==> config.mk <==
export PLATFORM = sky130hd
export DESIGN_NAME = zbpw_ram
export DESIGN_NICKNAME = d
export VERILOG_FILES = /design/src/rtl/zbuffer_pixel_write_unit_defines.svh /design/src/rtl/zbpw_ram.sv
export SDC_FILE = /design/constraint.sdc
export NUM_CORES = 1
export LEC_CHECK = 0
export BUFFER_PORTS_ARGS = -buffer_cell sky130_fd_sc_hd__buf_2
export CORE_MARGIN = 3
export CORE_UTILIZATION = 54
export CTS_BUF_LIST = sky130_fd_sc_hd__clkbuf_8 sky130_fd_sc_hd__clkbuf_16
export DETAILED_ROUTE_END_ITERATION = 12
export GPL_ROUTABILITY_DRIVEN = 0
export GPL_TIMING_DRIVEN = 0
export PLACE_DENSITY = 0.74
export SYNTH_ARGS = -nofsm -noshare
export SYNTH_HDL_FRONTEND = slang
export SYNTH_SLANG_ARGS = --single-unit
==> constraint.sdc <==
create_clock -name clk -period 1.8 [get_ports clk]
set_input_delay 0.27 -clock clk [delete_from_list [all_inputs] [get_ports clk]]
set_output_delay 0.27 -clock clk [all_outputs]
set_load 0.03 [all_outputs]
==> src/rtl/zbuffer_pixel_write_unit_defines.svh <==
// ----------------------------------------------------------------------------
// zbuffer_pixel_write_unit_defines.svh
// Assertion macros shared by the depth-buffered pixel store.
// ----------------------------------------------------------------------------
`ifndef ZBUFFER_PIXEL_WRITE_UNIT_DEFINES_SVH
`define ZBUFFER_PIXEL_WRITE_UNIT_DEFINES_SVH

// Same-cycle implication, checked outside reset.
`define ZBPW_ASSERT_IMP(label, ante, cons, msg) \
  label: assert property (@(posedge clk) disable iff (!rst_n) (ante) |-> (cons)) \
    else $error(msg);

// Next-cycle implication, checked outside reset.
`define ZBPW_ASSERT_NXT(label, ante, cons, msg) \
  label: assert property (@(posedge clk) disable iff (!rst_n) (ante) |=> (cons)) \
    else $error(msg);

`endif

==> src/rtl/zbpw_ram.sv <==
// ----------------------------------------------------------------------------
// zbpw_ram
// Single-port synchronous RAM with a registered read.
// ----------------------------------------------------------------------------
module zbpw_ram #(
  parameter int WIDTH = 8,
  parameter int DEPTH = 16
) (
  input  logic                                      clk,
  input  logic                                      we,
  input  logic [((DEPTH > 1) ? $clog2(DEPTH) : 1)-1:0] addr,
  input  logic [WIDTH-1:0]                          wdata,
  output logic [WIDTH-1:0]                          rdata
);

  logic [WIDTH-1:0] mem [DEPTH];
  logic [WIDTH-1:0] rdata_r;

  // Write on enable; read every cycle, returning the old contents on a write.
  always_ff @(posedge clk) begin
    if (we) begin
      mem[addr] <= wdata;
    end
    rdata_r <= mem[addr];
  end

  assign rdata = rdata_r;

endmodule

==> run_results.csv, run 1 <==
group,metric,value,unit
power,clock_power_share,48.8,%
sta,relSlewSlack,16.22,%
synthesis,synthCells,230,
sta,drv_slew,0,
global_route,grt_pass1_wl,15240,um
flow_run,cap_violations,0,
global_route,gr-total-overflow,0,
detailed_routing,wl_per_cell,25.61,um
die,start_util,56.72,%
power,ir_drop,0.0005650,V
sta,fin_ws,-0.06262,ns
cts,cts_made_buffers,17,
die,die_w,102.9,um
synthesis,syn_nets,244,
setup_path,cp-start-kind,"input port",
placement,dp_hpwl,5988,um
cts,clock-sinks,136,
die,die_y,102.9,um
cts,clockBufferDepth,2,
synthesis,synthDominantCellAreaShare,75.85,%
cts,cts-htree-levels,4,
min_path,hold_class,"in2reg",
global_route,grt_usage,21.46,%
cells_and_area,fin_cells,389,
synthesis,synth_edf_count,128,
sta,fmax,0.5369,GHz
sta,rsz0062_at_grt,"yes",
power,leakage,0.001952,uW
setup_path,path_cells,"buf_2 > buf_1 > nand2_1 > nor2_1",
synthesis,synthesis.area,0.005067,mm2
run_status,violations,"negative setup slack",
cells_and_area,antenna_cells,0,
die,dieArea,0.01058,mm2
synthesis,yosys-top-cells-count,"128 x edfxtp_1, 32 x mux4_2, 16 x a22oi_1",
detailed_routing,dr_wl_met2,5025,um
sta,hold_viol,0,
synthesis,synth-seq-cells,136,
power,seqPwrFrac,46.3,%
power,power,7688,uW
die,row_count,34,
synthesis,ys_types,18,
detailed_routing,top_layer,"met4",
power,powerDensity,1289,mW/mm2
cells_and_area,final_layout_size_suffix_gt1_share,32.74,%
synthesis,synth.largest_area_cell,"edfxtp_1",
setup_path,critPathMaxStageDelay,0.70,ns
setup_path,cp.required,1.94,ns
synthesis,ys_seq_area_share,79.01,%
synthesis,postSynth.asyncResetShare,0,%
cts,cts_hold_buf,0,
cts,clk_pin_slew,0.06,ns
detailed_routing,first_pass_iters,4,
global_route,antenna_found_initial,0,
sta,final-setup-viol-count,24,
placement,dp_cells,357,
setup_path,crit_type,"in2reg",
detailed_routing,wl_met1,4024,um
power,swShare,19.55,%
detailed_routing,drtAntennaViolNets,0,
cells_and_area,nets,282,
detailed_routing,dr_total_vias,2391,
setup_path,cp_slowest_cell,"nor2_1",
detailed_routing,wl_met3,827,um
setup_path,path_delay_family,"simple AND/OR/NAND/NOR gates",
setup_path,arrival,2.00,ns
placement,dp_slack,-0.6062,ns
setup_path,worstPathMaxFanout,10,
die,coreArea,0.008934,mm2
synthesis,avgSynthCellArea,22.03,um2
cts,worstSkewPairLatency,0.52,ns
synthesis,synth_ff_type,"edfxtp_1",
sta,worstMarginPinSlew,1.247,ns
detailed_routing,drc,0,
placement,io_buffers,19,
cts,cts_root_buf,"clkbuf_8",
global_route,grt_pass1_vias,2510,
run_status,status,"complete, but fails checks",
detailed_routing,vias_per_cell,6.147,
synthesis,synth.area.top_cells,"edfxtp_1 76%, mux4_2 14%, dfxtp_1 3.2%, a22oi_1 2.4%, nor2_1 0.96%",
power,combPwrFrac,4.9,%
sta,skew,0.006945,ns
cts,cts_setup_buffers,0,
setup_path,cp_num_buf_inv,2,
cells_and_area,area_growth,17.70,%
detailed_routing,dr.first_iter.drc_count,229,
setup_path,worstSetupEndpointType,"flop",
cts,cts_tree,"done",
synthesis,synth_warnings,0,
global_route,grt_max_degree,17,
detailed_routing,wl,9961,um
power,switchingPower,1503,uW
synthesis,yosysMostFrequentCell,"edfxtp_1",
die,io_pins,22,
sta,final.period_utilization,103.5,%
power,power.internal,6184,uW
sta,period_needed,1.863,ns
-- timing repair --
action | in CTS | in global routing
pin swaps | 0 | 0
resized for setup | 2 | 4
setup endpoints to repair | 16 | 80
-- registers in the layout (all words and copies together), names as in the netlist --
name,cells
mem,128
rdata,8
-- stage by stage --
step | utilization [%] | TNS, ns | cell area (um2) | hold slack, ns
6_report | 66.76 | -1.252 | 5964 | 0.1585
5_1_grt | 66.76 | -6.555 | 5964 | 0.1527
4_1_cts | 66.65 | -0.4341 | 5954 | 0.1427
3_5_place_dp | 59.30 | -54.17 | 5298 | 0.6750
3_3_place_gp | 59.30 | -50.71 | 5298 | 0.6686
2_1_floorplan | - | 0 | 5067 | 0.3689
-- power groups by stage --
stage               clock [uW]  sequential, uW  combinational (uW)
floorplan                    0            3660                 182
global placement             0            3620                 362
detailed placement           0            3620                 369
CTS                       3780            3560                 375
global route              3930            3570                 404
finish                    3750            3560                 374
-- cell type report --
| cell class | count | area [um2] |
|---|---|---|
| Clock inverter | 15 | 232.7 |
| Clock buffer | 17 | 414.1 |
| Buffer | 11 | 60.06 |
| Multi-Input combinational cell | 83 | 1023 |
| Timing Repair Buffer | 19 | 95.09 |
| Fill cell | 552 | 2969 |
| Tap cell | 108 | 135.1 |
| Sequential cell | 136 | 4004 |
-- routing by layer --
metal / track usage (%) / vias up
met1: 29.63 / 1231
met5: 0 / -
met3: 5.413 / 9
met4: 7.869 / 0
met2: 33.81 / 111
li1: - / 1040
-- logic make-up after synthesis --
group,count (synthesis),share of synthesized area (%)
buffers and inverters,11,1.185
AOI/OAI and AO/OA,16,2.370
muxes,32,14.22
DFF,136,79.01
and+or+nand+nor,35,3.210
-- placed cells by master, fill, tap and decap left out, drive strengths merged, types with 5 or more instances in the layout --
master / netlist / layout
edfxtp: 128 / 128
nor2: 13 / 13
clkbuf: 3 / 20
mux4: 32 / 32
nand2: 9 / 9
bufinv: 0 / 6
a22oi: 16 / 16
dfxtp: 8 / 8
buf: 8 / 27
clkinv: 0 / 5
-- final timing paths --
check | startpoint | endpoint | slack (ns) | depth (start not counted)
worst max-delay path | addr[1] | mem[7][1] | -0.06 | 4
worst min-delay path | wdata[2] | mem[6][2] | 0.16 | 1
worst max register to register | mem[11][4] | rdata[4] | 0.41 | 3
worst min register to register | mem[2][1] | rdata[1] | 0.69 | 3
-- worst register-to-register path: stages (launching register included) --
cell and delay [ns]:
edfxtp_1 0.42, mux4_2 0.51, a22oi_1 0.24, nand2_1 0.09
Power figures use the tool's default switching activity.
==> inputs of run 2 (changes only) <==
--- a/config.mk
+++ b/config.mk
@@ -7,12 +7,13 @@
 export LEC_CHECK = 0
 export BUFFER_PORTS_ARGS = -buffer_cell sky130_fd_sc_hd__buf_2
 export CORE_MARGIN = 3
-export CORE_UTILIZATION = 54
+export CORE_UTILIZATION = 50
 export CTS_BUF_LIST = sky130_fd_sc_hd__clkbuf_8 sky130_fd_sc_hd__clkbuf_16
 export DETAILED_ROUTE_END_ITERATION = 12
 export GPL_ROUTABILITY_DRIVEN = 0
 export GPL_TIMING_DRIVEN = 0
-export PLACE_DENSITY = 0.74
+export MAX_ROUTING_LAYER = met4
+export PLACE_DENSITY = 0.69
 export SYNTH_ARGS = -nofsm -noshare
 export SYNTH_HDL_FRONTEND = slang
 export SYNTH_SLANG_ARGS = --single-unit
==> run 2 against run 1 <==
  * The run now ends clean
  * Wire length down 4.4%
  * Die area up 7.5%
  * Clock power down 2%
  * Flip-flop and latch count unchanged
  * Hold slack better by 0.0076 ns
  * Sequential share of layout area down 0.28 points
  * Global-route usage down 2.5 points
  * Clock skew down 0.00077 ns
  * Setup slack better by 0.083 ns
  * Final area up 0.42%
  * Register-to-register slack better by 0.02 ns
  * Final cell count up 6.4%
  * Critical endpoint is now mem[0][2]
==> run_results.csv, run 2 (same netlist as run 1, synthesis figures left out) <==
group,metric,value,unit
detailed_routing,vias_per_cell,5.664,
sta,period_needed,1.780,ns
power,powerDensity,1270,mW/mm2
cts,cts_made_buffers,17,
detailed_routing,wl,9519,um
sta,fmax,0.5619,GHz
power,ir_drop,0.0005824,V
setup_path,worstPathMaxFanout,8,
sta,fin_ws,0.02048,ns
sta,final.period_utilization,98.86,%
setup_path,critPathMaxStageDelay,0.95,ns
cells_and_area,layout_commonest_cell,"edfxtp_1",
setup_path,arrival,1.90,ns
cells_and_area,fillCellCount,712,
setup_path,cp_slowest_cell,"nor3_1",
detailed_routing,first_pass_iters,5,
setup_path,r2r_slack,0.43,ns
setup_path,crit_start,"addr[2]",
setup_path,worstSetupEndpointType,"flop",
placement,dp_cells,382,
detailed_routing,drtAntennaViolNets,0,
cts,clk_pin_slew,0.06,ns
placement,io_buffers,19,
die,coreArea,0.009819,mm2
cts,cts_root_buf,"clkbuf_8",
cells_and_area,multi_input_area,0.001018,mm2
die,io_pins,22,
die,start_util,51.61,%
detailed_routing,dr.first_iter.drc_count,159,
cts,clockBufferDepth,2,
setup_path,cp-start-kind,"input port",
min_path,min_from,"wdata[2]",
cells_and_area,final_layout_size_suffix_gt1_share,32.38,%
detailed_routing,dr_total_vias,2345,
sta,rsz0062_at_grt,"yes",
setup_path,critical_path.reg2reg.startpoint,"mem[3][2]",
placement,dp_slack,-0.5188,ns
global_route,grt_max_degree,17,
setup_path,crit_type,"in2reg",
cts,clock-sinks,136,
global_route,grt_usage,18.97,%
cells_and_area,fin_cells,414,
cells_and_area,post-route-util,61.00,%
sta,drv_slew,0,
global_route,grt_pass1_vias,2400,
cts,worstSkewPairLatency,0.51,ns
min_path,hold_class,"in2reg",
die,die_y,106.7,um
global_route,grt_pass1_wl,14330,um
setup_path,cp_num_buf_inv,1,
cells_and_area,antenna_cells,0,
detailed_routing,drc,0,
cts,cts-htree-levels,4,
die,die_w,106.7,um
cts,cts_hold_buf,0,
flow_run,cap_violations,0,
cells_and_area,largest_reg_flops,128,
cells_and_area,mostFrequentLayoutCells,"128 x edfxtp_1, 32 x mux4_2, 21 x buf_2",
setup_path,cp.required,1.92,ns
run_status,status,"finished clean",
cells_and_area,nets,282,
sta,relSlewSlack,12.05,%
die,row_count,36,
sta,worstMarginPinSlew,1.309,ns
global_route,gr-total-overflow,0,
die,dieArea,0.01138,mm2
sta,skew,0.006172,ns
setup_path,path_delay_family,"simple AND/OR/NAND/NOR gates",
global_route,antenna_found_initial,0,
cells_and_area,regMostFlops,"mem",
detailed_routing,wl_per_cell,22.99,um
sta,final-setup-viol-count,0,
setup_path,path_cells,"buf_2 > or3b_2 > nor3_1",
sta,hold_viol,0,
cells_and_area,area_growth,18.20,%
placement,dp_hpwl,5713,um
power,leakage,0.001973,uW
cts,cts_tree,"done",
cells_and_area,seq_area,0.004004,mm2
-- run 2: changes by cell type in the layout (fill, tap and decap cells not counted), sizes merged --
cell      previous run  this run
bufinv               6         5
clkinvlp             3         0
clkinv               5         3
clkbuf              20        24
inv                  1         3
-- run 2: what timing repair did --
action | 4_1_cts | 5_1_grt
resized for setup | 0 | 4
buffers inserted | 0 | 0
setup endpoints to repair | 0 | 72
-- run 2: worst reg2reg max path, delay by kind of cell, from the launching register on --
kind             cells  cell delay, ns
AO/OA/AOI/OAI        1            0.30
flip-flops           1            0.36
multiplexers         1            0.48
AND/OR/NAND/NOR      1            0.11
-- run 2: power breakdown --
group / internal [uW] / leakage (uW) / total, uW / switching, uW
logic: 134 / 0.000417 / 369 / 235
clock network: 2510 / 0.000331 / 3680 / 1170
registers: 3540 / 0.00122 / 3560 / 17.1
-- run 2: path summary, 6_finish.rpt --
path | cells past startpoint | endpoint
max | 3 | mem[0][2]
min | 1 | mem[4][2]
max reg2reg | 3 | rdata[2]
min reg2reg | 3 | rdata[6]
-- run 2: area by class of cell --
cell class | count | share of cell area (%)
plain buffers | 11 | 1.003
clock buffers | 21 | 7.834
clock inverters | 11 | 2.945
multi-input cells | 83 | 17.00
flip-flops and latches | 136 | 66.85
well taps | 133 | 2.778
repair buffers | 19 | 1.588
-- run 2: layer usage --
metal / GRT usage [%] / vias up / part of all wire (%)
met3: 4.997 / 7 / 6.8
met2: 27.83 / 87 / 50
met4: 7.397 / 0 / 0.96
met5: - / - / 0
li1: - / 1036 / -
met1: 25.94 / 1215 / 42
-- run 2: per-stage QoR --
step	setup TNS (ns)	power [uW]	hold slack (ns)	area, um2
final	0	7610	0.1660	5989
after global routing	-2.808	7837	0.1553	5989
after CTS	0	7659	0.1466	5974
after detailed placement	-49.14	3993	0.6794	5329
after global placement	-50.14	3981	0.6686	5329
after floorplan	0	3847	0.3689	5067
==> inputs of run 3 (changes only) <==
--- a/config.mk
+++ b/config.mk
@@ -5,15 +5,15 @@
 export SDC_FILE = /design/constraint.sdc
 export NUM_CORES = 1
 export LEC_CHECK = 0
+export ABC_AREA = 1
 export BUFFER_PORTS_ARGS = -buffer_cell sky130_fd_sc_hd__buf_2
 export CORE_MARGIN = 3
-export CORE_UTILIZATION = 50
+export CORE_UTILIZATION = 45
 export CTS_BUF_LIST = sky130_fd_sc_hd__clkbuf_8 sky130_fd_sc_hd__clkbuf_16
 export DETAILED_ROUTE_END_ITERATION = 12
 export GPL_ROUTABILITY_DRIVEN = 0
 export GPL_TIMING_DRIVEN = 0
 export MAX_ROUTING_LAYER = met4
-export PLACE_DENSITY = 0.69
 export SYNTH_ARGS = -nofsm -noshare
 export SYNTH_HDL_FRONTEND = slang
 export SYNTH_SLANG_ARGS = --single-unit
==> run 3 against run 2 <==
  * Non-clock buffer count rose by 11
  * Largest cell class unchanged
  * Sequential power is essentially flat
  * Clock-buffer cell count shrank 4
  * Via count increased by 56%
  * Critical path depth increased by 1
  * Critical endpoint is now mem[7][4]
  * Sequential share of layout area fell by 5.8 points
  * Largest power group unchanged
  * First-iteration DRC count increased by 70%
==> run_results.csv, run 3 <==
group,metric,value,unit
power,leakage,0.002799,uW
cts,cts_made_buffers,17,
detailed_routing,vias_per_cell,4.759,
sta,period_needed,1.794,ns
min_path,min_from,"wdata[5]",
synthesis,yosysMostFrequentCell,"nand2_1",
cells_and_area,post-route-util,54.41,%
synthesis,synth-seq-cells,136,
setup_path,crit_start,"addr[1]",
setup_path,r2r_slack,0.78,ns
sta,rsz0062_at_grt,"yes",
synthesis,synth_edf_count,128,
global_route,grt_max_degree,17,
die,start_util,46.37,%
synthesis,postSynth.asyncResetShare,0,%
placement,dp_hpwl,8210,um
cells_and_area,antenna_cells,0,
global_route,antenna_found_initial,0,
sta,final-setup-viol-count,0,
setup_path,r2r-end,"rdata[4]",
setup_path,path_cells,"buf_2 > clkbuf_1 > nand3_1 > nor2_1",
cells_and_area,area_growth,17.34,%
synthesis,ys_seq_area_share,71.59,%
global_route,grt_pass1_wl,19790,um
setup_path,arrival,1.85,ns
synthesis,yosys-top-cells-count,"346 x nand2_1, 128 x edfxtp_1, 21 x inv_1",
synthesis,synth_ff_type,"edfxtp_1",
sta,fmax,0.5574,GHz
flow_run,cap_violations,0,
sta,skew,0.006177,ns
power,ir_drop,0.0007063,V
power,power,7765,uW
die,dieArea,0.01380,mm2
synthesis,avgSynthCellArea,10.21,um2
die,die_y,117.5,um
min_path,min_delay_worst_endpoint,"mem[10][5]",
placement,io_buffers,20,
cells_and_area,fillCellCount,1072,
detailed_routing,drc,0,
cts,cts_setup_buffers,0,
setup_path,cp_num_buf_inv,2,
cells_and_area,nets,601,
synthesis,synthCells,548,
setup_path,r2r_cells,8,
cells_and_area,layout_commonest_cell,"nand2_1",
detailed_routing,dr_total_vias,3655,
setup_path,path_depth,4,
setup_path,critical_path.reg2reg.startpoint,"mem[7][4]",
cts,cts_root_buf,"clkbuf_16",
setup_path,critPathMaxStageDelay,0.62,ns
setup_path,worstPathMaxFanout,10,
detailed_routing,first_pass_iters,5,
global_route,grt_pass1_vias,3522,
die,io_pins,22,
synthesis,synth.area.top_cells,"edfxtp_1 69%, nand2_1 23%, dfxtp_1 2.9%, inv_1 1.4%, nor2_1 1.2%",
detailed_routing,dr.first_iter.drc_count,270,
global_route,grt_usage,20.03,%
cts,clock-sinks,136,
power,powerDensity,1183,mW/mm2
cts,clk_pin_slew,0.06,ns
cts,cts_hold_buf,0,
detailed_routing,drtAntennaViolNets,0,
cts,cts_tree,"done",
sta,hold_viol,0,
run_status,status,"finished clean",
die,coreArea,0.01206,mm2
synthesis,synthesis.area,0.005593,mm2
cts,cts-htree-levels,4,
setup_path,path_delay_family,"simple AND/OR/NAND/NOR gates",
detailed_routing,wl,12650,um
sta,relSlewSlack,49.43,%
synthesis,synthDominantCellAreaShare,68.72,%
cells_and_area,stdcell_area,0.006563,mm2
sta,worstMarginPinSlew,0.7557,ns
setup_path,cp_slowest_cell,"nor2_1",
cts,clockBufferDepth,2,
synthesis,syn_nets,562,
placement,dp_slack,-0.5192,ns
synthesis,synth.largest_area_cell,"edfxtp_1",
sta,final.period_utilization,99.67,%
detailed_routing,wl_per_cell,16.47,um
setup_path,crit_type,"in2reg",
global_route,gr-total-overflow,0,
synthesis,ys_types,11,
setup_path,worstSetupEndpointType,"flop",
cells_and_area,regMostFlops,"mem",
min_path,hold_class,"in2reg",
cells_and_area,final_layout_size_suffix_gt1_share,12.67,%
cts,worstSkewPairLatency,0.42,ns
min_path,hold_depth,1,
synthesis,synth_warnings,0,
placement,placedInstanceArea,0.005903,mm2
sta,fin_ws,0.005969,ns
sta,finalSetupTns,0,ns
sta,drv_slew,0,
setup_path,cp-start-kind,"input port",
die,row_count,40,
cells_and_area,largest_reg_flops,128,
cells_and_area,mostFrequentLayoutCells,"346 x nand2_1, 128 x edfxtp_1, 32 x buf_2",
die,die_w,117.5,um
setup_path,cp.required,1.85,ns
run 3: cell count changes after synthesis, moves of 5 or more:
cell / before / now
nand2_1: 9 / 346
mux4_2: 32 / 0
inv_1: 0 / 21
a22oi_1: 16 / 0
buf_2: 2 / 12
buf_4: 0 / 6
nor2_1: 13 / 18
run 3: per-layer routing:
metal | GRT usage [%] | part of all wire (%) | vias to the layer above
met5 | - | 0 | -
met2 | 30.24 | 47 | 99
met3 | 4.901 | 5.8 | 29
li1 | - | - | 1832
met1 | 26.40 | 45 | 1695
met4 | 7.985 | 2.2 | 0
run 3: how the worst max path moves through the flow:
stage	to	slack (ns)
after floorplan	mem[3][0]	0.15
after global placement	mem[3][4]	-0.48
after detailed placement	mem[10][3]	-0.52
after CTS	mem[6][3]	0.007
after global routing	mem[11][3]	-0.10
final	mem[7][4]	0.006
run 3: where the power goes:
group	leakage (uW)	switching [uW]	internal [uW]
sequential	0.00122	17.5	3540
clock	0.000297	1300	2430
combinational	0.00128	354	122
total	0.00280	1670	6090
run 3: what timing repair did:
action,in CTS,in global routing
pin swaps,0,0
resized for setup,3,6
endpoints found under the setup margin,16,104
run 3: cell families (layout without fill, tap and decap cells):
| family | count (synthesis) | after routing | share of synthesized area, % |
|---|---|---|---|
| buf+inv | 44 | 96 | 3.624 |
| flops | 136 | 136 | 71.59 |
| simple gates | 368 | 368 | 24.79 |
run 3: area by class of cell:
class                      count  area [um2]  share of cell area (%)
buffer                        21       116.4                   1.773
clock buffer                  17       425.4                   6.482
clock inverter                15       209.0                   3.184
inverter                      23       86.33                   1.316
multi-input combinational    368        1411                   21.51
sequential                   136        4004                   61.01
tap                          168       210.2                   3.203
timing repair buffer          20       100.1                   1.525
run 3: through the flow:
stage | cells | hold slack (ns)
after global routing | 768 | 0.2772
after floorplan | 548 | 0.3689
final | 768 | 0.2731
after global placement | 736 | 0.7006
after CTS | 768 | 0.2656
after detailed placement | 736 | 0.7033
